**config.mk**
```make
export PLATFORM = sky130hd
export DESIGN_NAME = write_buffer_rate_limiter_top
export DESIGN_NICKNAME = d
export VERILOG_FILES = /design/src/design/wbrl_pkg.sv /design/src/design/wbrl_buf_mem.sv /design/src/design/wbrl_rate.sv /design/src/design/write_buffer_rate_limiter_top.sv
export SDC_FILE = /design/constraint.sdc
export NUM_CORES = 1
export LEC_CHECK = 0
export BUFFER_PORTS_ARGS = -buffer_cell sky130_fd_sc_hd__buf_4
export CELL_PAD_IN_SITES_DETAIL_PLACEMENT = 0
export CELL_PAD_IN_SITES_GLOBAL_PLACEMENT = 2
export CORE_MARGIN = 4
export CORE_UTILIZATION = 42
export CTS_CLUSTER_SIZE = 28
export DETAILED_ROUTE_END_ITERATION = 10
export PLACE_DENSITY = 0.85
export SETUP_SLACK_MARGIN = 0.1
export SLEW_MARGIN = 10
export SYNTH_ARGS = -nofsm -noshare
export SYNTH_HDL_FRONTEND = slang
export SYNTH_SLANG_ARGS = --single-unit
export TNS_END_PERCENT = 50
```
**constraint.sdc**
```tcl
create_clock -name i_clk -period 14.2 [get_ports i_clk]
set_clock_uncertainty 0.15 [all_clocks]
set_input_delay 0.71 -clock i_clk [delete_from_list [all_inputs] [get_ports i_clk]]
set_output_delay 0.71 -clock i_clk [all_outputs]
set_load 0.05 [all_outputs]
```
**src/design/wbrl_pkg.sv**
```systemverilog
// ----------------------------------------------------------------------------
// wbrl_pkg
// Shared types and constants of the write buffer rate limiter: command and
// register codes, the per-buffer state entry and the rate unit interfaces.
// ----------------------------------------------------------------------------
`default_nettype none

package wbrl_pkg;

    // Buffer organization
    localparam int NUM_BUFFERS  = 4;
    localparam int ADDR_W       = (NUM_BUFFERS > 1) ? $clog2(NUM_BUFFERS) : 1;
    localparam int WINDOW_ORDER = 6;

    // Field widths
    localparam int CMD_W   = 3;
    localparam int IDX_W   = 2;
    localparam int CNT_W   = 16;
    localparam int FREE_W  = 24;
    localparam int SHIFT_W = 5;
    localparam int CFG_IDX_W  = 3;
    localparam int CFG_DATA_W = 24;

    localparam logic [CNT_W-1:0]  CNT_MAX  = '1;
    localparam logic [FREE_W-1:0] FREE_MAX = '1;

    // Register reset values
    localparam logic [FREE_W-1:0]  RST_HIGH_MARK    = 24'd4096;
    localparam logic [SHIFT_W-1:0] RST_WINDOW_SHIFT = 5'd8;
    localparam logic [FREE_W-1:0]  RST_RESERVE      = 24'd64;
    localparam logic [CNT_W-1:0]   RST_BUDGET       = 16'd256;
    localparam logic [CNT_W-1:0]   RST_IDLE_TIMEOUT = 16'd5000;

    typedef enum logic [CMD_W-1:0] {
        CMD_QUERY    = 3'd0,
        CMD_USER_IN  = 3'd1,
        CMD_GC_IN    = 3'd2,
        CMD_OUT      = 3'd3,
        CMD_FREE_INC = 3'd4,
        CMD_FREE_DEC = 3'd5,
        CMD_KICK     = 3'd6,
        CMD_TICK     = 3'd7
    } t_cmd;

    typedef enum logic [CFG_IDX_W-1:0] {
        CFG_HIGH_MARK    = 3'd0,
        CFG_WINDOW_SHIFT = 3'd1,
        CFG_RESERVE      = 3'd2,
        CFG_BUDGET       = 3'd3,
        CFG_IDLE_TIMEOUT = 3'd4
    } t_cfg_idx;

    typedef enum logic [1:0] {
        ACT_NONE  = 2'd0,
        ACT_START = 2'd1,
        ACT_STOP  = 2'd2
    } t_gc_action;

    // One buffer's state as stored in the buffer memory
    typedef struct packed {
        logic [CNT_W-1:0] user_cnt;
        logic [CNT_W-1:0] gc_cnt;
        logic             active;
        logic [CNT_W-1:0] countdown;
    } t_buf_entry;

    // Configuration seen by the rate unit
    typedef struct packed {
        logic [FREE_W-1:0]  high_mark;
        logic [SHIFT_W-1:0] window_shift;
        logic [FREE_W-1:0]  reserve;
        logic [CNT_W-1:0]   budget;
    } t_rate_cfg;

    // Requests from the sequencer to the rate unit
    typedef struct packed {
        logic             blk_add;
        logic             blk_sub;
        logic             update;
        logic [CNT_W-1:0] blocks;
    } t_rate_req;

    // Limits and state reported by the rate unit
    typedef struct packed {
        logic [CNT_W-1:0] user_limit;
        logic [CNT_W-1:0] gc_limit;
        logic             low;
    } t_rate_stat;

endpackage

`default_nettype wire

```
**src/design/wbrl_buf_mem.sv**
```systemverilog
// ----------------------------------------------------------------------------
// wbrl_buf_mem
// Per-buffer state memory: one write port, one read port with registered
// read data. Entries never written since reset read as all zero.
// ----------------------------------------------------------------------------
`default_nettype none

module wbrl_buf_mem
    import wbrl_pkg::*;
(
    input  wire logic              i_clk,
    input  wire logic              i_rst_n,
    input  wire logic              i_we,
    input  wire logic [ADDR_W-1:0] i_waddr,
    input  wire t_buf_entry        i_wdata,
    input  wire logic              i_re,
    input  wire logic [ADDR_W-1:0] i_raddr,
    output t_buf_entry             o_rdata
);

    t_buf_entry r_mem [NUM_BUFFERS];
    t_buf_entry r_mem_q;
    logic       r_vld [NUM_BUFFERS];
    logic       r_rd_vld;

    // Storage array and registered read
    always_ff @(posedge i_clk) begin
        if (i_we) begin
            r_mem[i_waddr] <= i_wdata;
        end
        if (i_re) begin
            r_mem_q <= r_mem[i_raddr];
        end
    end

    // Written-since-reset flags, one per entry
    always_ff @(posedge i_clk) begin
        if (!i_rst_n) begin
            for (int k = 0; k < NUM_BUFFERS; k++) begin
                r_vld[k] <= 1'b0;
            end
            r_rd_vld <= 1'b0;
        end else begin
            if (i_we) begin
                r_vld[i_waddr] <= 1'b1;
            end
            if (i_re) begin
                r_rd_vld <= r_vld[i_raddr];
            end
        end
    end

    assign o_rdata = r_rd_vld ? r_mem_q : '0;

endmodule

`default_nettype wire

```
**src/design/wbrl_rate.sv**
```systemverilog
// ----------------------------------------------------------------------------
// wbrl_rate
// Global free-block count and rate update: splits the buffer budget into
// a user limit and a GC limit from the free-block count.
// ----------------------------------------------------------------------------
`default_nettype none

module wbrl_rate
    import wbrl_pkg::*;
(
    input  wire logic      i_clk,
    input  wire logic      i_rst_n,
    input  wire t_rate_cfg i_cfg,
    input  wire t_rate_req i_req,
    output t_rate_stat     o_stat
);

    localparam int UM_W = FREE_W + WINDOW_ORDER;

    logic [FREE_W-1:0] r_free;
    logic [CNT_W-1:0]  r_user_limit;
    logic [CNT_W-1:0]  r_gc_limit;
    logic              r_low;

    logic [FREE_W:0]   add_sum;
    logic [FREE_W-1:0] n_free;
    logic [FREE_W-1:0] windows;
    logic [UM_W-1:0]   um;
    logic [CNT_W-1:0]  win_limit;
    logic [CNT_W-1:0]  win_gc;
    logic [CNT_W-1:0]  n_user_limit;
    logic [CNT_W-1:0]  n_gc_limit;
    logic              n_low;

    // Saturating free-count update
    always_comb begin
        add_sum = {1'b0, r_free} + (FREE_W+1)'(i_req.blocks);
        n_free  = r_free;
        if (i_req.blk_add) begin
            n_free = add_sum[FREE_W] ? FREE_MAX : add_sum[FREE_W-1:0];
        end else if (i_req.blk_sub) begin
            n_free = (r_free > FREE_W'(i_req.blocks)) ?
                     r_free - FREE_W'(i_req.blocks) : '0;
        end
    end

    // Limit split from the current free count
    always_comb begin
        windows   = r_free >> i_cfg.window_shift;
        um        = UM_W'(windows) << WINDOW_ORDER;
        win_limit = ((um >> CNT_W) != '0) ? CNT_MAX : um[CNT_W-1:0];
        win_gc    = (i_cfg.budget > win_limit) ? i_cfg.budget - win_limit : '0;
        if (r_free >= i_cfg.high_mark) begin
            n_user_limit = i_cfg.budget;
            n_gc_limit   = '0;
            n_low        = 1'b0;
        end else if (r_free <= i_cfg.reserve) begin
            n_user_limit = '0;
            n_gc_limit   = i_cfg.budget;
            n_low        = 1'b1;
        end else begin
            n_user_limit = win_limit;
            n_gc_limit   = win_gc;
            n_low        = 1'b1;
        end
    end

    always_ff @(posedge i_clk) begin
        if (!i_rst_n) begin
            r_free       <= '0;
            r_user_limit <= RST_BUDGET;
            r_gc_limit   <= '0;
            r_low        <= 1'b0;
        end else begin
            r_free <= n_free;
            if (i_req.update) begin
                r_user_limit <= n_user_limit;
                r_gc_limit   <= n_gc_limit;
                r_low        <= n_low;
            end
        end
    end

    assign o_stat.user_limit = r_user_limit;
    assign o_stat.gc_limit   = r_gc_limit;
    assign o_stat.low        = r_low;

endmodule

`default_nettype wire

```
**src/design/write_buffer_rate_limiter_top.sv**
```systemverilog
// ----------------------------------------------------------------------------
// write_buffer_rate_limiter_top
// Admission control for flash write buffers shared by user writes and GC.
//
// Input channel (i_valid / o_ready) takes one command beat; output channel
// (o_valid / i_ready) returns one result beat per command, in order.
// Per-buffer counts, active flags and idle timers live in a small memory
// with registered read data; each command reads the selected entry,
// modifies it and writes it back. A command passes the modify step and
// the done step, which loads its result, before the next can be taken.
// Tick walks every buffer's timer, one entry per cycle, catching the
// selected buffer on the way; its result goes through a report step
// and the done step after the walk, before the next accept.
// One command is in flight at a time; o_ready is high while idle, also
// while a result is still held in the output register. A finished result
// waits in the sequencer until the output register is free, so a stalled
// receiver holds up the next accept once one result waits behind it.
// Reset clears all counts, flags, timers and the free count, and loads the
// register defaults; the block accepts commands right after reset.
// Configuration writes take effect at the clock edge of the write.
// ----------------------------------------------------------------------------
`default_nettype none

module write_buffer_rate_limiter_top
    import wbrl_pkg::*;
(
    input  wire logic                  i_clk,
    input  wire logic                  i_rst_n,
    // Configuration port
    input  wire logic                  i_cfg_we,
    input  wire logic [CFG_IDX_W-1:0]  i_cfg_idx,
    input  wire logic [CFG_DATA_W-1:0] i_cfg_data,
    // Command channel
    input  wire logic                  i_valid,
    output logic                       o_ready,
    input  wire logic [CMD_W-1:0]      i_cmd,
    input  wire logic [IDX_W-1:0]      i_buffer_index,
    input  wire logic [CNT_W-1:0]      i_user_count,
    input  wire logic [CNT_W-1:0]      i_gc_count,
    input  wire logic [CNT_W-1:0]      i_line_blocks,
    // Result channel
    output logic                       o_valid,
    input  wire logic                  i_ready,
    output logic                       o_user_verdict,
    output logic                       o_gc_allowed,
    output logic [1:0]                 o_gc_action,
    output logic                       o_rate_state,
    output logic [CNT_W-1:0]           o_user_limit
);

    typedef enum logic [2:0] {
        S_IDLE,
        S_MOD,
        S_WALK,
        S_RPT,
        S_DONE
    } t_state;

    localparam logic [ADDR_W-1:0] LAST_ADDR = ADDR_W'(NUM_BUFFERS - 1);

    // Configuration registers
    logic [FREE_W-1:0]  r_high_mark;
    logic [SHIFT_W-1:0] r_window_shift;
    logic [FREE_W-1:0]  r_reserve;
    logic [CNT_W-1:0]   r_budget;
    logic [CNT_W-1:0]   r_idle_timeout;

    // Sequencer registers
    t_state             r_state;
    t_cmd               r_cmd;
    logic [ADDR_W-1:0]  r_addr;
    logic               r_idx_ok;
    logic [CNT_W-1:0]   r_ucnt;
    logic [CNT_W-1:0]   r_gcnt;
    logic [ADDR_W-1:0]  r_ptr;
    logic [CNT_W-1:0]   r_uc;
    logic [CNT_W-1:0]   r_gc;
    logic               r_act;
    logic               r_upd;

    logic               accept;
    t_cmd               in_cmd;
    logic [ADDR_W-1:0]  in_addr;
    logic               mem_we;
    logic [ADDR_W-1:0]  mem_waddr;
    t_buf_entry         mem_wdata;
    logic               mem_re;
    logic [ADDR_W-1:0]  mem_raddr;
    t_buf_entry         rd_entry;
    t_buf_entry         mod_entry;
    t_buf_entry         tick_entry;
    logic [CNT_W:0]     u_sum;
    logic [CNT_W:0]     g_sum;
    logic               writes_entry;
    logic               out_free;
    t_rate_cfg          rate_cfg;
    t_rate_req          rate_req;
    t_rate_stat         rate_stat;

    assign in_cmd   = t_cmd'(i_cmd);
    assign in_addr  = ADDR_W'(i_buffer_index);
    assign o_ready  = (r_state == S_IDLE);
    assign accept   = i_valid && o_ready;
    assign out_free = !o_valid || i_ready;

    // Configuration writes
    always_ff @(posedge i_clk) begin
        if (!i_rst_n) begin
            r_high_mark    <= RST_HIGH_MARK;
            r_window_shift <= RST_WINDOW_SHIFT;
            r_reserve      <= RST_RESERVE;
            r_budget       <= RST_BUDGET;
            r_idle_timeout <= RST_IDLE_TIMEOUT;
        end else if (i_cfg_we) begin
            unique case (t_cfg_idx'(i_cfg_idx))
                CFG_HIGH_MARK:    r_high_mark    <= i_cfg_data[FREE_W-1:0];
                CFG_WINDOW_SHIFT: r_window_shift <= i_cfg_data[SHIFT_W-1:0];
                CFG_RESERVE:      r_reserve      <= i_cfg_data[FREE_W-1:0];
                CFG_BUDGET:       r_budget       <= i_cfg_data[CNT_W-1:0];
                CFG_IDLE_TIMEOUT: r_idle_timeout <= i_cfg_data[CNT_W-1:0];
                default: ;
            endcase
        end
    end

    // Buffer state memory
    wbrl_buf_mem u_mem (
        .i_clk   (i_clk),
        .i_rst_n (i_rst_n),
        .i_we    (mem_we),
        .i_waddr (mem_waddr),
        .i_wdata (mem_wdata),
        .i_re    (mem_re),
        .i_raddr (mem_raddr),
        .o_rdata (rd_entry)
    );

    // Rate unit: free count moves at accept, limits at the modify step
    assign rate_cfg.high_mark    = r_high_mark;
    assign rate_cfg.window_shift = r_window_shift;
    assign rate_cfg.reserve      = r_reserve;
    assign rate_cfg.budget       = r_budget;

    assign rate_req.blk_add = accept && (in_cmd == CMD_FREE_INC);
    assign rate_req.blk_sub = accept && (in_cmd == CMD_FREE_DEC);
    assign rate_req.blocks  = i_line_blocks;
    assign rate_req.update  = (r_state == S_MOD) &&
                              ((r_cmd == CMD_FREE_INC) || (r_cmd == CMD_KICK));

    wbrl_rate u_rate (
        .i_clk   (i_clk),
        .i_rst_n (i_rst_n),
        .i_cfg   (rate_cfg),
        .i_req   (rate_req),
        .o_stat  (rate_stat)
    );

    // Modify the selected entry for insert and remove commands
    always_comb begin
        u_sum     = {1'b0, rd_entry.user_cnt} + {1'b0, r_ucnt};
        g_sum     = {1'b0, rd_entry.gc_cnt} + {1'b0, r_gcnt};
        mod_entry = rd_entry;
        case (r_cmd)
            CMD_USER_IN: begin
                mod_entry.user_cnt  = u_sum[CNT_W] ? CNT_MAX : u_sum[CNT_W-1:0];
                mod_entry.active    = 1'b1;
                mod_entry.countdown = (r_idle_timeout == '0) ? CNT_W'(1) : r_idle_timeout;
            end
            CMD_GC_IN: begin
                mod_entry.gc_cnt = g_sum[CNT_W] ? CNT_MAX : g_sum[CNT_W-1:0];
            end
            CMD_OUT: begin
                mod_entry.user_cnt = (rd_entry.user_cnt > r_ucnt) ?
                                     rd_entry.user_cnt - r_ucnt : '0;
                mod_entry.gc_cnt   = (rd_entry.gc_cnt > r_gcnt) ?
                                     rd_entry.gc_cnt - r_gcnt : '0;
            end
            default: ;
        endcase
        writes_entry = r_idx_ok && ((r_cmd == CMD_USER_IN) || (r_cmd == CMD_GC_IN) ||
                                    (r_cmd == CMD_OUT));
    end

    // Advance one idle timer; clear the active flag when it expires
    always_comb begin
        tick_entry = rd_entry;
        if (rd_entry.countdown != '0) begin
            tick_entry.countdown = rd_entry.countdown - CNT_W'(1);
            if (rd_entry.countdown == CNT_W'(1)) begin
                tick_entry.active = 1'b0;
            end
        end
    end

    // Memory port control; the walk prefetches the next entry until the last
    always_comb begin
        mem_re    = 1'b0;
        mem_raddr = r_addr;
        mem_we    = 1'b0;
        mem_waddr = r_addr;
        mem_wdata = mod_entry;
        unique case (r_state)
            S_IDLE: begin
                mem_re    = accept;
                mem_raddr = (in_cmd == CMD_TICK) ? '0 : in_addr;
            end
            S_MOD: begin
                mem_we = writes_entry;
            end
            S_WALK: begin
                mem_we    = (rd_entry.countdown != '0);
                mem_waddr = r_ptr;
                mem_wdata = tick_entry;
                mem_re    = (r_ptr != LAST_ADDR);
                mem_raddr = r_ptr + ADDR_W'(1);
            end
            default: ;
        endcase
    end

    // Sequencer and result register
    always_ff @(posedge i_clk) begin
        if (!i_rst_n) begin
            r_state <= S_IDLE;
            o_valid <= 1'b0;
        end else begin
            if (o_valid && i_ready) begin
                o_valid <= 1'b0;
            end
            unique case (r_state)
                S_IDLE: begin
                    if (accept) begin
                        r_cmd    <= in_cmd;
                        r_addr   <= in_addr;
                        r_idx_ok <= (32'(i_buffer_index) < NUM_BUFFERS);
                        r_ucnt   <= i_user_count;
                        r_gcnt   <= i_gc_count;
                        r_ptr    <= '0;
                        r_state  <= (in_cmd == CMD_TICK) ? S_WALK : S_MOD;
                    end
                end
                S_MOD: begin
                    r_uc    <= r_idx_ok ? mod_entry.user_cnt : '0;
                    r_gc    <= r_idx_ok ? mod_entry.gc_cnt : '0;
                    r_act   <= r_idx_ok && mod_entry.active;
                    r_upd   <= rate_req.update;
                    r_state <= S_DONE;
                end
                S_WALK: begin
                    // Catch the selected buffer as the walk passes it
                    if (r_ptr == r_addr) begin
                        r_uc  <= r_idx_ok ? tick_entry.user_cnt : '0;
                        r_gc  <= r_idx_ok ? tick_entry.gc_cnt : '0;
                        r_act <= r_idx_ok && tick_entry.active;
                    end
                    if (r_ptr == LAST_ADDR) begin
                        r_state <= S_RPT;
                    end else begin
                        r_ptr <= r_ptr + ADDR_W'(1);
                    end
                end
                S_RPT: begin
                    r_upd   <= 1'b0;
                    r_state <= S_DONE;
                end
                S_DONE: begin
                    if (out_free) begin
                        o_valid        <= 1'b1;
                        o_user_verdict <= (r_uc >= rate_stat.user_limit);
                        o_gc_allowed   <= !((r_gc >= rate_stat.gc_limit) && r_act);
                        o_gc_action    <= !r_upd ? ACT_NONE :
                                          (rate_stat.low ? ACT_START : ACT_STOP);
                        o_rate_state   <= rate_stat.low;
                        o_user_limit   <= rate_stat.user_limit;
                        r_state        <= S_IDLE;
                    end
                end
                default: r_state <= S_IDLE;
            endcase
        end
    end

    // A finished result lands in the output register
    a_done_loads: assert property (@(posedge i_clk) disable iff (!i_rst_n)
        (r_state == S_DONE && out_free) |=> o_valid)
        else $error("finished result not presented");

    // An accepted beat starts either the modify step or the timer walk
    a_accept_starts: assert property (@(posedge i_clk) disable iff (!i_rst_n)
        accept |=> (r_state == S_MOD || r_state == S_WALK))
        else $error("accepted beat did not start work");

    // A timer walk begins at the first buffer
    a_walk_start: assert property (@(posedge i_clk) disable iff (!i_rst_n)
        (r_state == S_WALK && $past(r_state) == S_IDLE) |-> (r_ptr == '0))
        else $error("timer walk did not start at buffer zero");

    // Never read and write the same entry in one cycle
    a_no_rw_clash: assert property (@(posedge i_clk) disable iff (!i_rst_n)
        (mem_we && mem_re) |-> (mem_waddr != mem_raddr))
        else $error("read and write of one entry in the same cycle");

    // Stop-GC is reported only in the high state, start-GC only in the low
    a_action_state: assert property (@(posedge i_clk) disable iff (!i_rst_n)
        (o_valid && o_gc_action != ACT_NONE) |->
        ((o_gc_action == ACT_START) == o_rate_state))
        else $error("gc action disagrees with rate state");

endmodule

`default_nettype wire
```
After elaboration in Yosys (flattened, before gate mapping)

Memories as Yosys holds them, arrays and structs flattened. A register that Yosys moved wholly into a read port is not among the register bits.
Index checks and enable logic that the tools add are counted.

Divide/modulo/power cells: 0
Shift operators: 1
Magnitude comparators: 8
$add $sub $neg: 9
Bitwise gates (word level): 0
Reduce and logical (&&, ||, !) cells: 35
Equal/unequal tests: 25
Multipliers: 0
Muxes and demuxes: 55

Operators with widths:

| operator                                                                | number |
|---|---|
| 16-bit two-way mux                                                      | 13 |
| 16-bit one-hot mux with 2 select lines                                  | 4 |
| 49-bit two-way mux                                                      | 2 |
| 24-bit two-way mux                                                      | 4 |
| 16-bit > comparator                                                     | 3 |
| 16-bit subtractor                                                       | 3 |
| 16-bit by 16-bit adder with 17-bit output                               | 2 |
| 17-bit two-way mux                                                      | 2 |
| 16-bit >= comparator                                                    | 2 |
| 30-bit nonzero test                                                     | 1 |
| 24-bit by 16-bit adder with 25-bit output                               | 1 |
| 24-bit >= comparator                                                    | 1 |
| 24-bit by 16-bit > comparator with 1-bit output                         | 1 |
| 24-bit <= comparator                                                    | 1 |
| 24-bit by 5-bit right shift with 24-bit output                          | 1 |
| 24-bit by 16-bit subtractor with 24-bit output                          | 1 |
| 3-bit equality test (second input constant)                             | 7 |
| 3-bit by 2-bit equality test with 1-bit output (second input constant)  | 6 |
| 16-bit by 1-bit equality test with 1-bit output (second input constant) | 1 |
| 16-bit zero test                                                        | 1 |
| 16-bit nonzero test                                                     | 1 |
| 16-bit by 1-bit subtractor with 16-bit output (second input constant)   | 1 |
| 2-bit two-way mux                                                       | 7 |
| 1-bit two-way mux                                                       | 13 |
| 20 further kinds                                                        | 54 |

Word-level logic and storage cells: 160
Input port bits: 85
Bits in latches: 0
Bits in writable memories: 200
Flip-flop bits (word level): 240
Memory bits (read-only): 0
Memories: 2
Output and inout bits: 23

Memories:

| name        | depth | bits a word | read ports | clocked after memory_dff | write ports | RTL line           | RTL |
|---|---|---|---|---|---|---|---|
| u_mem.r_mem | 4     | 49          | 1          | 1                        | 1           | wbrl_buf_mem.sv:21 | `t_buf_entry r_mem [NUM_BUFFERS];` |
| u_mem.r_vld | 4     | 1           | 1          | 1                        | 4           | wbrl_buf_mem.sv:23 | `logic r_vld [NUM_BUFFERS];` |

Depth between registers and ports, before layout

Gate-level depths: netlist of the first run.

Depth after elaboration: 9
Gate-level depth with buffers: 22
Mapped depth without buffers: 19

By module

Synthesis of the first run repeated with hierarchy kept, for this count alone.

Cell total of the unflattened synthesis: 2,692
Area, all modules: 28,401.0 um2

Modules (own cells, without submodules):

| module                        | area each (um2) | sequential area each (um2) | cells each | times used |
|---|---|---|---|---|
| write_buffer_rate_limiter_top | 11,467.2        | 4,604.4                    | 1,314      | 1 |
| wbrl_buf_mem                  | 9,156.3         | 7,467.2                    | 380        | 1 |
| wbrl_rate                     | 7,777.5         | 1,141.1                    | 998        | 1 |

Worst setup path before layout of the first run

OpenSTA, ideal clock, no wires.

Path type: input to register
Start: input i_valid
End: register r_ptr[0], enable pin
Data arrival time: 9.460 ns
Setup time: 0.325 ns
Data required time: 13.725 ns
Path buffers: 0
Path slack: 4.265 ns
Cell stages on the path: 3
Path through: nor2_1 > a2111oi_0 > and2_1

Longest elaborated chain between the ends: 3

RTL lines:

| item                                                              | RTL line                             | RTL |
|---|---|---|
| from (decl)                                                       | write_buffer_rate_limiter_top.sv:34  | `input wire logic i_valid,` |
| 1-bit logical AND                                                 | write_buffer_rate_limiter_top.sv:103 | `assign accept = i_valid && o_ready;` |
| 2-bit by 1-bit inequality test with 1-bit output (no source line) | -                                    |  |
| 4-bit AND reduction (no source line)                              | -                                    |  |
| to (signal assigned)                                              | write_buffer_rate_limiter_top.sv:259 | `r_ptr <= r_ptr + ADDR_W'(1);` |
| to (decl)                                                         | write_buffer_rate_limiter_top.sv:75  | `logic [ADDR_W-1:0] r_ptr;` |

Every way passes these cells.
A chain may end at the register's enable or synchronous reset.

Worst setup path in the final report of the first run

Start: register r_window_shift[1]
End: register u_rate.r_gc_limit[5]

Longest elaborated chain between the ends: 7
Elaborated cells between the ends (all ways): 8
Those cells by class: add/sub (1); order compare (1); shift (1); mux (4); reduce/logical (1)

RTL lines:

| item                                                     | RTL line                             | RTL |
|---|---|---|
| from (decl)                                              | write_buffer_rate_limiter_top.sv:63  | `logic [SHIFT_W-1:0] r_window_shift;` |
| from (signal assigned)                                   | write_buffer_rate_limiter_top.sv:117 | `CFG_WINDOW_SHIFT: r_window_shift <= i_cfg_data[SHIFT_W-1:0];` |
| 24-bit by 5-bit right shift with 24-bit output (*)       | wbrl_rate.sv:49                      | `windows = r_free >> i_cfg.window_shift;` |
| 30-bit nonzero test                                      | wbrl_rate.sv:51                      | `win_limit = ((um >> CNT_W) != '0) ? CNT_MAX : um[CNT_W-1:0];` |
| 16-bit two-way mux (*)                                   | wbrl_rate.sv:51                      |  |
| 16-bit subtractor or 16-bit > comparator (tied branches) | wbrl_rate.sv:52                      | `win_gc = (i_cfg.budget > win_limit) ? i_cfg.budget - win_limit : '0;` |
| 16-bit two-way mux (*)                                   | wbrl_rate.sv:52                      |  |
| 16-bit two-way mux (*)                                   | wbrl_rate.sv:57                      | `end else if (r_free <= i_cfg.reserve) begin` |
| 16-bit two-way mux (*)                                   | wbrl_rate.sv:53                      | `if (r_free >= i_cfg.high_mark) begin` |
| to (signal assigned)                                     | wbrl_rate.sv:78                      | `r_gc_limit <= n_gc_limit;` |
| to (decl)                                                | wbrl_rate.sv:22                      | `logic [CNT_W-1:0] r_gc_limit;` |

Mark *: on every way between the ends. The rest lies on a longest branch, timed or not.

==> impl_results.md, run 1 <==
* Reg power frac at 0.438
* Total routing resource utilization after global routing at 0.217
* Distinct cells, synth at 100
* Endpoint of the most critical register-to-register path: u_rate.r_gc_limit[5]
* LEAKAGE at 11.8 nW
* Number of antenna-violating nets in the routed design at 0
* Sequential area share after synthesis at 0.470
* # H-tree levels at 2
* TritonCTS sink count at 490
* Clock transition at the registers of the reported paths at 0.07 ns
* Synth Area per Inst at 10.3 sq um
* Power Density at between 100 and 150 nW/um^2
* Setup slack on the worst flop-to-flop path at approximately 8.4 ns
* Layout Utilization at 0.477
* Residual DRC count at 0
* Effective utilization at floorplan at 0.425
* Clock tree buffer depth at 3
* Worst Tran Pin Value at 1.11 ns
* Detailed-route via count at ~21000
* First-pass GRT wire length at 122000 um
* Count of cells resized by post-cts repair at 0
* Maximum net fanout on the critical path at 48
* Worst voltage drop across the vdd grid at 0.0924 mV
* Cell row count at 94
* Overall overflow remaining after global route at 0
* Share of power burned in combinational logic at 0.185
* Routability congestion estimate from global placement at between 0.8 and 0.9
* Fmax at 0.171 GHz
* Max-capacitance violation count at 0
* Count of hold-fix buffers inserted at cts at 0
* Final Hold Violating Endpoints at 0
* Final sum of negative setup slack at 0 ns
* Via count of the first global-routing pass at 21100
* Post-Route Hold Slack at 0.110 ns
* Unrepaired setup endpoints after global routing: false
* Area of the die at 71100 sq um
* Relative contribution of the clock network to total power at 0.376
* Synth warnings at 0
* TritonCTS clock tree: built
* Largest net degree at the start of global routing at 62
* I/O pin cnt at 108
* Detailed-route wire length at 78600 um
* Max Transition Viols Final at 0
* Most instantiated flip-flop cell in the synthesis netlist: edfxtp_1
* Share of the clock period used by the worst path after layout at 0.412
* Post-synth EDFFs at 340
* Min-delay worst type: in -> reg
* Arrival time of data at the critical path endpoint at 6.24 ns
* Most frequent standard cell in the layout excluding fill and tap cells: edfxtp_1
* Number of detailed-route iterations in the first pass at 5
* Fraction of final layout cells sized beyond drive strength 1 at 0.127
* Vias/cell at 5.77
* CTS buffer count at 54
* Worst slew margin at 0.260
* Critical Path Start Type: flop
* Post-layout nets at 3065
* R2R cell count at 20
* Root buffer cell: clkbuf_16
* # setup viols final at 0
* WL per Instance at 21.3 um
* Core footprint at 66100 sq um
* Critical register-to-register path startpoint: r_window_shift[1]
* Internal power of the cells at around 2.7 mW
* Number of storage elements in the synthesis netlist at 490
* Total net switching power at 1.07 mW
* Net Count, Synth at 3017
* Share of synthesized registers carrying an async set or reset at 0
* Time the worst path needs with I/O delays and setup at 5.84 ns
* Data required time of the critical path at 14.59 ns
* Status: completed
* Post-CTS setup buffer count at 0
* Worst hold path stage count at 1
* Initial antenna violation count at 0
* DIE WIDTH at ~270 um
* Total non-filler cell area in the finished layout at 31500 sq um
* Most used cells in the layout excluding fill and tap cells: 340 x edfxtp_1, 299 x nand2_1, 232 x a21oi_1, 193 x nor2_1
* Min-delay src: i_gc_count[10]
* Worst Hold Path EP: r_gcnt[10]
* Switching Fraction at 0.287
* Cell area after synthesis at 28100 sq um
* Y dimension of the die at 267 um
* Area delta synth->final at 12.1%
* Number of port buffers at 107
* Detailed Place HPWL at 56100 um
* Post-synthesis cell count at 2734
* Instance area after placement at 29700 sq um
* Clock latency of the later-clocked register in the worst-skew pair at 0.62 ns
* Critical Setup Path Class: reg -> reg
* Ant. Diodes at 0
* Endpoint kind of the worst setup timing path: flop
* First-iteration detailed-routing DRC count at 1620
==> critical path: stages, from the launching register on <==
cell and delay (ns):
dfxtp_2 0.31, buf_4 0.48, mux2i_2 0.40, o211ai_1 0.16
o311ai_2 0.32, a41oi_1 0.16, nor3_4 0.31, nor2_4 0.09
ha_1 0.25, fa_1 0.40, nand2b_1 0.16, a21boi_0 0.24
o21ai_0 0.17, a21o_1 0.26, maj3_2 0.32, o2bb2a_1 0.32
o32ai_4 0.22, nor3_2 0.14, nor4_4 0.43, nand2_2 0.24
o21ai_1 0.23
==> cells by family (layout without fill, tap and decap cells) <==
| group | count (synthesis) | after routing | share of synthesized area |
|---|---|---|---|
| AND/OR/NAND/NOR | 835 | 835 | 0.142 |
| AO/OA/AOI/OAI | 713 | 713 | 0.167 |
| flip-flops | 490 | 490 | 0.470 |
| buffers and inverters | 343 | 437 | 0.0477 |
| adder cells (fa/ha/maj) | 201 | 201 | 0.0911 |
| multiplexers | 105 | 105 | 0.0671 |
| XOR/XNOR | 47 | 47 | 0.0146 |
==> synthesized netlist by cell type (18+ instances only) <==
cell type,count,area share
nand3_1,43,0.0077
and3_1,21,0.0047
dfxtp_1,150,0.11
a31oi_1,32,0.0071
mux2i_1,29,0.010
a21oi_1,232,0.041
mux4_2,64,0.051
inv_1,191,0.026
nor3_1,57,0.010
nand2_1,299,0.040
nor2_1,196,0.026
ha_1,191,0.085
xnor2_1,33,0.010
o211ai_1,33,0.0088
nor2b_1,28,0.0062
nand2b_1,23,0.0051
and2_1,47,0.010
nand4_1,29,0.0065
a221o_1,18,0.0064
o21ai_0,102,0.018
edfxtp_1,340,0.36
nor4_1,23,0.0051
a22oi_1,18,0.0048
a211oi_1,18,0.0048
a21o_1,55,0.015
clkbuf_1,124,0.017
==> final cells by class <==
class | instances | area [sq um]
Fill cell | 6111 | 34600
Multi-Input combinational cell | 1901 | 13600
Sequential cell | 490 | 13200
Clock buffer | 67 | 1480
Tap cell | 864 | 1080
Timing Repair Buffer | 139 | 1060
Inverter | 196 | 737
Clock inverter | 35 | 305
==> sequential cells by signal (all words and copies together) (netlist names), 24 cells and up <==
register / cells
u_mem.r_mem: 196
u_mem.r_mem_q: 49
r_high_mark: 24
u_rate.r_free: 24
r_reserve: 24
==> through the flow <==
step / setup WS, ns / power, mW / std cells
global route: 7.84 / 3.90 / 3692
detailed placement: 8.36 / 2.35 / 3589
CTS: 8.33 / 3.76 / 3691
floorplan: 4.26 / 2.14 / 2734
finish: 8.36 / 3.73 / 3692
global placement: 8.55 / 2.34 / 3589
==> how the worst max path moves through the flow <==
stage	slack, ns	cells past startpoint	start	end
final	8.36	20	r_window_shift[1]	u_rate.r_gc_limit[5]
after detailed placement	8.36	20	r_window_shift[1]	u_rate.r_gc_limit[5]
after CTS	8.33	20	r_window_shift[1]	u_rate.r_gc_limit[5]
after floorplan	4.26	3	i_valid	r_ptr[0]
after global routing	7.84	20	r_window_shift[1]	u_rate.r_gc_limit[5]
after global placement	8.55	20	r_window_shift[1]	u_rate.r_gc_limit[2]
==> power groups by stage <==
stage | Clock, mW | Combinational (mW) | Sequential [mW]
after floorplan | 0 | 0.498 | 1.64
after global placement | 0 | 0.677 | 1.66
after detailed placement | 0 | 0.686 | 1.66
after CTS | 1.44 | 0.690 | 1.63
after global routing | 1.50 | 0.761 | 1.64
final | 1.40 | 0.690 | 1.63
==> metal layers <==
layer / routed length [um] / GRT usage / up-vias
li1: - / - / 10200
met1: 36100 / 0.302 / 10400
met2: 36800 / 0.360 / 538
met3: 3700 / 0.0313 / 112
met4: 1990 / 0.0555 / 0
met5: 0 / 0 / -
No activity file was read; power rests on OpenSTA's default activity.
==> run 2: changes to the inputs <==
--- a/config.mk
+++ b/config.mk
@@ -5,14 +5,15 @@
 export SDC_FILE = /design/constraint.sdc
 export NUM_CORES = 1
 export LEC_CHECK = 0
+export ABC_AREA = 1
 export BUFFER_PORTS_ARGS = -buffer_cell sky130_fd_sc_hd__buf_4
 export CELL_PAD_IN_SITES_DETAIL_PLACEMENT = 0
 export CELL_PAD_IN_SITES_GLOBAL_PLACEMENT = 2
 export CORE_MARGIN = 4
-export CORE_UTILIZATION = 42
+export CORE_UTILIZATION = 39
 export CTS_CLUSTER_SIZE = 28
 export DETAILED_ROUTE_END_ITERATION = 10
-export PLACE_DENSITY = 0.85
+export PLACE_DENSITY = 0.84
 export SETUP_SLACK_MARGIN = 0.1
 export SLEW_MARGIN = 10
 export SYNTH_ARGS = -nofsm -noshare
==> constraint.sdc (replaced) <==
create_clock -name i_clk -period 6 [get_ports i_clk]
set_clock_uncertainty 0.15 [all_clocks]
set_input_delay 0.3 -clock i_clk [delete_from_list [all_inputs] [get_ports i_clk]]
set_output_delay 0.3 -clock i_clk [all_outputs]
set_load 0.05 [all_outputs]
==> run 2 against run 1 <==
Synthesized cell count rose by 17%. Critical endpoint is now u_rate.r_gc_limit[15]. Highest routed layer unchanged. Combinational power grew to 3.8 times the previous value. Setup slack got worse by 7.1 ns.
==> impl_results.md, run 2 <==
* Count of cells resized by post-cts repair at 0
* Arrival time of data at the critical path endpoint at 5.13 ns
* Clock tree buffer depth at 3
* Largest incremental delay on the critical path at 0.86 ns
* WL per Instance at between 15 and 20 um
* Number of storage elements in the synthesis netlist at roughly 500
* Number of detailed-route iterations in the first pass at 5
* Detailed-route via count at between 20000 and 25000
* Portion of netlist area occupied by mux cells at 0
* Vias/cell at 5.29
* Top cell type by total area after synthesis: edfxtp_1
* Post-synth EDFFs at 340
* Fmax at roughly 0.21 GHz
* Effective utilization at floorplan at 0.395
* Overall overflow remaining after global route at 0
* Total routing resource utilization after global routing at 0.220
* LEAKAGE at 13.4 nW
* Residual DRC count at 0
* Filler-free cell count of the finished design at 4325
* Crit path top cell by count: nand2_1
* Critical Path Start Type: flop
* Leading cell type by number of instances after synthesis: nand2_1
* Largest registers: u_mem.r_mem x196, u_mem.r_mem_q x49
* Critical register-to-register path startpoint: r_window_shift[1]
* Initial antenna violation count at 3
* Critical Setup Path Class: reg -> reg
* Data required time of the critical path at 6.39 ns
* Setup slack on the worst flop-to-flop path at 1.26 ns
* Unrepaired setup endpoints after global routing: false
* I/O pin cnt at 108
* Worst voltage drop across the vdd grid at 0.212 mV
* Worst Tran Pin Value at 1.24 ns
* Y dimension of the die at 274 um
* Register name with the most flops: u_mem.r_mem
* Simple-gate share of the synthesized area at 0.169
* Status: completed
* Cell area after synthesis at 27700 sq um
* Maximum net fanout on the critical path at 25
* Clock transition at the registers of the reported paths at 0.06 ns
* Routability congestion estimate from global placement at about 0.9
* Number of flip-flops under the largest register name at roughly 200
* Top cells by count, synth: 498 x nand2_1, 409 x inv_1, 374 x nor2_1, 340 x edfxtp_1
* Most instantiated flip-flop cell in the synthesis netlist: edfxtp_1
* Detailed-route wire length at 83900 um
* Min-delay src: i_cfg_idx[2]
* Cells traversed along the worst timing path: inv_4 > nand2_1 > nor2_1 > nor3_1 > nand2_1 > nor2_1 > nand2_2 > nand2_4 > inv_1 > ha_1 > fa_1 > o21ai_0 > inv_1 > o21ai_0 > nand4_1 > nand2_1 > nand3_2 > nand3_2 > nand3_2 > nor2_2 > nand2_1 > nand2_1 > nand2_1 > a21oi_2
* Worst Hold Path EP: r_high_mark[12]
* Clock latency of the later-clocked register in the worst-skew pair at 0.62 ns
* Endpoint kind of the worst setup timing path: flop
* Synth Area per Inst at 8.63 sq um
* Detailed Place HPWL at between 50000 and 60000 um
* Fraction of final layout cells sized beyond drive strength 1 at 0.0839
* TritonCTS sink count at 490
* R2R cell count at 24
* Post-layout nets at 3621
* Area of the die at 75300 sq um
* Area share of the largest cell type after synthesis at 0.369
* Slowest stage cell, crit path: dfxtp_1
* Share of the clock period used by the worst path after layout at 0.790
* Largest net degree at the start of global routing at between 100 and 150
* First-pass GRT wire length at between 100000 and 150000 um
* DIE WIDTH at 274 um
* Cell row count at 97
* Time the worst path needs with I/O delays and setup at roughly 4.7 ns
* # setup viols final at 0
* Number of antenna-violating nets in the routed design at 0
* Cell family with most CP delay: simple AND/OR/NAND/NOR gates
* Sequential area share after synthesis at 0.477
* Number of port buffers at 107
* Min-delay worst type: in -> reg
* Endpoint of the most critical register-to-register path: u_rate.r_gc_limit[15]
* Instance count after placement with tap cells included at a little over 4000
* CTS buffer count at 56
* TritonCTS clock tree: built
* Total power of the final layout at 10.4 mW
* Most used cells in the layout excluding fill and tap cells: 497 x nand2_1, 409 x inv_1, 367 x nor2_1, 340 x edfxtp_1
* First-iteration detailed-routing DRC count at 1539
* Net Count, Synth at 3491
* Final Hold Violating Endpoints at 0
* Max-capacitance violation count at 0
* Worst slew margin at 0.173
* Ant. Diodes at 0
* Core footprint at 70100 sq um
* Cells taking the most area after synthesis: edfxtp_1 37%, dfxtp_1 11%, ha_1 8.6%, nand2_1 6.8%, inv_1 5.5%
* Root buffer cell: clkbuf_16
* XOR/XNOR Fraction of Synth Area at 0.0177
* Adder-Cell Fraction of Synth Area at 0.0914
* Power Density at 324 nW/um^2
* Post-synthesis cell count at around 3200
* Via count of the first global-routing pass at 22800
* Area delta synth->final at 15.6%
* Worst hold path stage count at 5
* Most frequent standard cell in the layout excluding fill and tap cells: nand2_1
* Post-synthesis compound-gate area fraction at 0.164
* WP buf/inv at 3
* Synth warnings at 0
* # H-tree levels at 2
* Max Transition Viols Final at 0
* Distinct cells, synth at 67
* Share of synthesized registers carrying an async set or reset at 0
* Largest family of logic cells by synthesized area: simple AND/OR/NAND/NOR gates
run 2: worst max-delay path by stage:
stage | start | endpoint | slack [ns] | cells past startpoint
floorplan | u_mem.r_rd_vld | u_mem.r_mem[0][0] | -0.06 | 13
global placement | r_window_shift[1] | u_rate.r_gc_limit[15] | 1.31 | 24
detailed placement | r_window_shift[1] | u_rate.r_gc_limit[15] | 1.25 | 24
CTS | r_window_shift[1] | u_rate.r_gc_limit[15] | 1.24 | 24
global route | r_window_shift[1] | u_rate.r_gc_limit[15] | 0.74 | 26
finish | r_window_shift[1] | u_rate.r_gc_limit[15] | 1.26 | 24
run 2: cell type report:
cell class	count	area (sq um)
tap	940	1180
inverter	425	1600
fill	6890	38200
clock inverter	25	353
sequential	490	13200
timing repair buffer	212	1770
clock buffer	80	1570
multi-input combinational	2153	12300
run 2: power by group:
| group | total [mW] | switching, mW | internal (mW) | leakage [nW] |
|---|---|---|---|---|
| logic | 2.64 | 1.80 | 0.832 | 8.08 |
| clock network | 3.57 | 1.44 | 2.13 | 0.933 |
| registers | 4.16 | 0.149 | 4.01 | 4.38 |
run 2: cell families after synthesis:
kind of cell,Yosys count
AND/OR/NAND/NOR,1116
AO/OA/AOI/OAI,783
buffers and inverters,565
flip-flops,490
adder cells (fa/ha/maj),198
XOR/XNOR,56
run 2: per-layer routing:
metal | wire length [um] | global-route usage | share of wire
met1 | 36600 | 0.286 | 0.44
met2 | 40800 | 0.388 | 0.49
met3 | 4070 | 0.0233 | 0.048
met4 | 2460 | 0.0650 | 0.029
met5 | 0 | 0 | 0
run 2: per-stage QoR:
| stage | TNS [ns] | setup WS, ns | area, sq um | hold WS (ns) | utilization |
|---|---|---|---|---|---|
| 5_1_grt | 0 | 0.738 | 32000 | 0.0662 | 0.456 |
| 3_5_place_dp | 0 | 1.25 | 29400 | 0.302 | 0.418 |
| 2_1_floorplan | -6.25 | -0.0638 | 27700 | 0.249 | - |
| 4_1_cts | 0 | 1.24 | 32000 | 0.0106 | 0.456 |
| 3_3_place_gp | 0 | 1.31 | 29400 | 0.294 | 0.418 |
| 6_report | 0 | 1.26 | 32000 | 0.0342 | 0.456 |
run 2: repair_timing:
item,4_1_cts,5_1_grt
setup buffers,0,0
setup endpoints to repair,0,0
hold buffers,71,0
hold endpoints to repair,123,0
run 2: worst register-to-register path, delay by kind of cell (launching register included):
| family | cells | cell delay (ns) |
|---|---|---|
| flip-flops | 1 | 0.86 |
| buffers and inverters | 3 | 0.52 |
| AND/OR/NAND/NOR | 16 | 1.83 |
| AO/OA/AOI/OAI | 3 | 0.67 |
| adder cells (fa/ha/maj) | 2 | 0.66 |
==> run 3: changes to the inputs <==
--- a/config.mk
+++ b/config.mk
@@ -5,15 +5,15 @@
 export SDC_FILE = /design/constraint.sdc
 export NUM_CORES = 1
 export LEC_CHECK = 0
-export ABC_AREA = 1
+export ABC_AREA = 0
 export BUFFER_PORTS_ARGS = -buffer_cell sky130_fd_sc_hd__buf_4
 export CELL_PAD_IN_SITES_DETAIL_PLACEMENT = 0
 export CELL_PAD_IN_SITES_GLOBAL_PLACEMENT = 2
 export CORE_MARGIN = 4
-export CORE_UTILIZATION = 39
+export CORE_UTILIZATION = 42
 export CTS_CLUSTER_SIZE = 28
 export DETAILED_ROUTE_END_ITERATION = 10
-export PLACE_DENSITY = 0.84
+export PLACE_DENSITY = 0.85
 export SETUP_SLACK_MARGIN = 0.1
 export SLEW_MARGIN = 10
 export SYNTH_ARGS = -nofsm -noshare
==> constraint.sdc (replaced) <==
create_clock -name i_clk -period 4.7 [get_ports i_clk]
set_clock_uncertainty 0.15 [all_clocks]
set_input_delay 0.235 -clock i_clk [delete_from_list [all_inputs] [get_ports i_clk]]
set_output_delay 0.235 -clock i_clk [all_outputs]
set_load 0.05 [all_outputs]
==> run 3 against run 2 <==
Via count fell by 2.7%. Sequential power rose by 18%. First-iteration DRC count rose by 8.9%. Highest routed layer unchanged. Final area rose by 5.5%. Global-route usage rose by 0.45 points. Wire length fell by 3.1%.
==> impl_results.md, run 3 (synthesized netlist as in run 1, its figures left out) <==
* Status: completed
* Cell row count at 94
* Register name with the most flops: u_mem.r_mem
* Number of antenna-violating nets in the routed design at 0
* Overall overflow remaining after global route at 0
* Vias/cell at approximately 5.7
* Fmax at 0.218 GHz
* Min-delay src: i_line_blocks[12]
* Time the worst path needs with I/O delays and setup at 4.59 ns
* Detailed Place HPWL at a little under 60000 um
* Unrepaired setup endpoints after global routing: true
* Routability congestion estimate from global placement at slightly below 0.9
* TritonCTS sink count at 490
* Detailed-route via count at 22300
* First-iteration detailed-routing DRC count at 1676
* Post-Route Hold Slack at 0.135 ns
* Worst Tran Pin Value at approximately 1.1 ns
* Cell family with most CP delay: simple AND/OR/NAND/NOR gates
* # H-tree levels at 2
* Endpoint kind of the worst setup timing path: flop
* Worst path setup slack after routing at 0.114 ns
* I/O pin cnt at 108
* Initial antenna violation count at 0
* Core footprint at approximately 66000 sq um
* Total power of the final layout at 12.2 mW
* Clock latency of the later-clocked register in the worst-skew pair at 0.63 ns
* First element of the critical path: r_window_shift[1]
* Instance count after placement with tap cells included at 3700
* Critical register-to-register path startpoint: r_window_shift[1]
* Fraction of final layout cells sized beyond drive strength 1 at 0.178
* Pre-CTS setup slack at -0.405 ns
* Arrival time of data at the critical path endpoint at 4.95 ns
* Area of the die at 71100 sq um
* Instance area after placement at 30600 sq um
* Share of the clock period used by the worst path after layout at 0.976
* Post-layout nets at 3265
* Filler-free cell count of the finished design at 3890
* # setup viols final at 0
* Largest registers: u_mem.r_mem x196, u_mem.r_mem_q x49
* Number of port buffers at 107
* Most used cells in the layout excluding fill and tap cells: 340 x edfxtp_1, 299 x nand2_1, 255 x buf_4, 228 x a21oi_1, 192 x nor2_1
* Final sum of negative setup slack at 0 ns
* Max Transition Viols Final at 0
* Data required time of the critical path at 5.07 ns
* Final Hold Violating Endpoints at 0
* WP buf/inv at 8
* Maximum net fanout on the critical path at 11
* Area delta synth->final at 20.2%
* Total non-filler cell area in the finished layout at 33800 sq um
* First-pass GRT wire length at 127000 um
* Worst slew margin at 0.241
* Y dimension of the die at 267 um
* Root buffer cell: clkbuf_16
* Most frequent standard cell in the layout excluding fill and tap cells: edfxtp_1
* Residual DRC count at 0
* Critical Setup Path Class: reg -> reg
* Via count of the first global-routing pass at around 22000
* Detailed-route wire length at 81300 um
* Number of detailed-route iterations in the first pass at 5
* Largest net degree at the start of global routing at 48
* Critical Path Start Type: flop
* Slowest stage cell, crit path: dfxtp_4
* CTS buffer count at 54
* WL per Instance at 20.9 um
* Clock tree buffer depth at 3
* Crit path top cell by count: buf_6
* Layout filler cell count at 5958
* Clock transition at the registers of the reported paths at 0.07 ns
* Number of flip-flops under the largest register name at between 150 and 200
* LEAKAGE at 12.9 nW
* Min-delay worst type: in -> reg
* Ant. Diodes at 0
* Total routing resource utilization after global routing at 0.225
* Effective utilization at floorplan at 0.425
* Layout Utilization at 0.511
* Worst voltage drop across the vdd grid at approximately 0.25 mV
* Max-capacitance violation count at 0
* Largest incremental delay on the critical path at 0.38 ns
* TritonCTS clock tree: built
* Cells traversed along the worst timing path: buf_6 > buf_4 > buf_4 > mux4_2 > nor4b_4 > nor3_4 > nor3_4 > nor2_4 > buf_6 > inv_6 > buf_6 > ha_2 > nor3_1 > a21o_1 > buf_6 > o22ai_4 > a22oi_2 > o32ai_4 > buf_6 > o2111a_1 > or3_1 > a32oi_1 > o21ai_1
* DIE WIDTH at 267 um
* Power Density at 360 nW/um^2
run 3: cell types whose count changed in the layout (fill, tap and decap cells not counted), moves of 84 or more:
| cell | delta |
|---|---|
| nor2_1 | -175 |
| buf_4 | +114 |
| inv_1 | -218 |
| nand2_1 | -198 |
| o21ai_0 | -174 |
| nand3_1 | -84 |
run 3: layer usage:
metal	GRT usage	share of wire	vias up
li1	-	-	10600
met1	0.308	0.45	10900
met2	0.376	0.48	591
met3	0.0307	0.049	112
met4	0.0621	0.025	0
met5	0	0	-
run 3: what timing repair did:
item                                   in CTS  in global routing
gates resized for setup                    26                 59
endpoints found under the hold margin     130                  0
setup buffers                               9                 11
setup endpoints to repair                  16                111
pin swaps                                  11                 31
hold buffers                               70                  0
run 3: final cells by class:
cell class	instances	area, sq um	area share
clock buffers	70	1510	0.0446
multi-input cells	1901	14000	0.413
inverters	196	742	0.0220
clock inverters	30	445	0.0132
well taps	864	1080	0.0320
repair buffers	339	2810	0.0832
flip-flops and latches	490	13200	0.392
run 3: report_power, final:
| part | internal [mW] | switching [mW] |
|---|---|---|
| Clock | 2.78 | 1.84 |
| Combinational | 1.16 | 1.48 |
| Sequential | 4.79 | 0.107 |
run 3: worst paths after layout:
check                          endpoint  slack, ns  cells past startpoint
setup / recovery  u_rate.r_gc_limit[14]       0.11                     23
setup reg to reg  u_rate.r_gc_limit[14]       0.11                     23
hold reg to reg          r_high_mark[6]       0.31                      2
hold / removal        u_rate.r_free[13]       0.13                      6
run 3: worst min-delay path, stage by stage:
cell and delay [ns]:
buf_4 0.08, ha_1 0.15, a21oi_1 0.06, o31ai_1 0.08, xnor2_1 0.13, a31oi_1 0.09
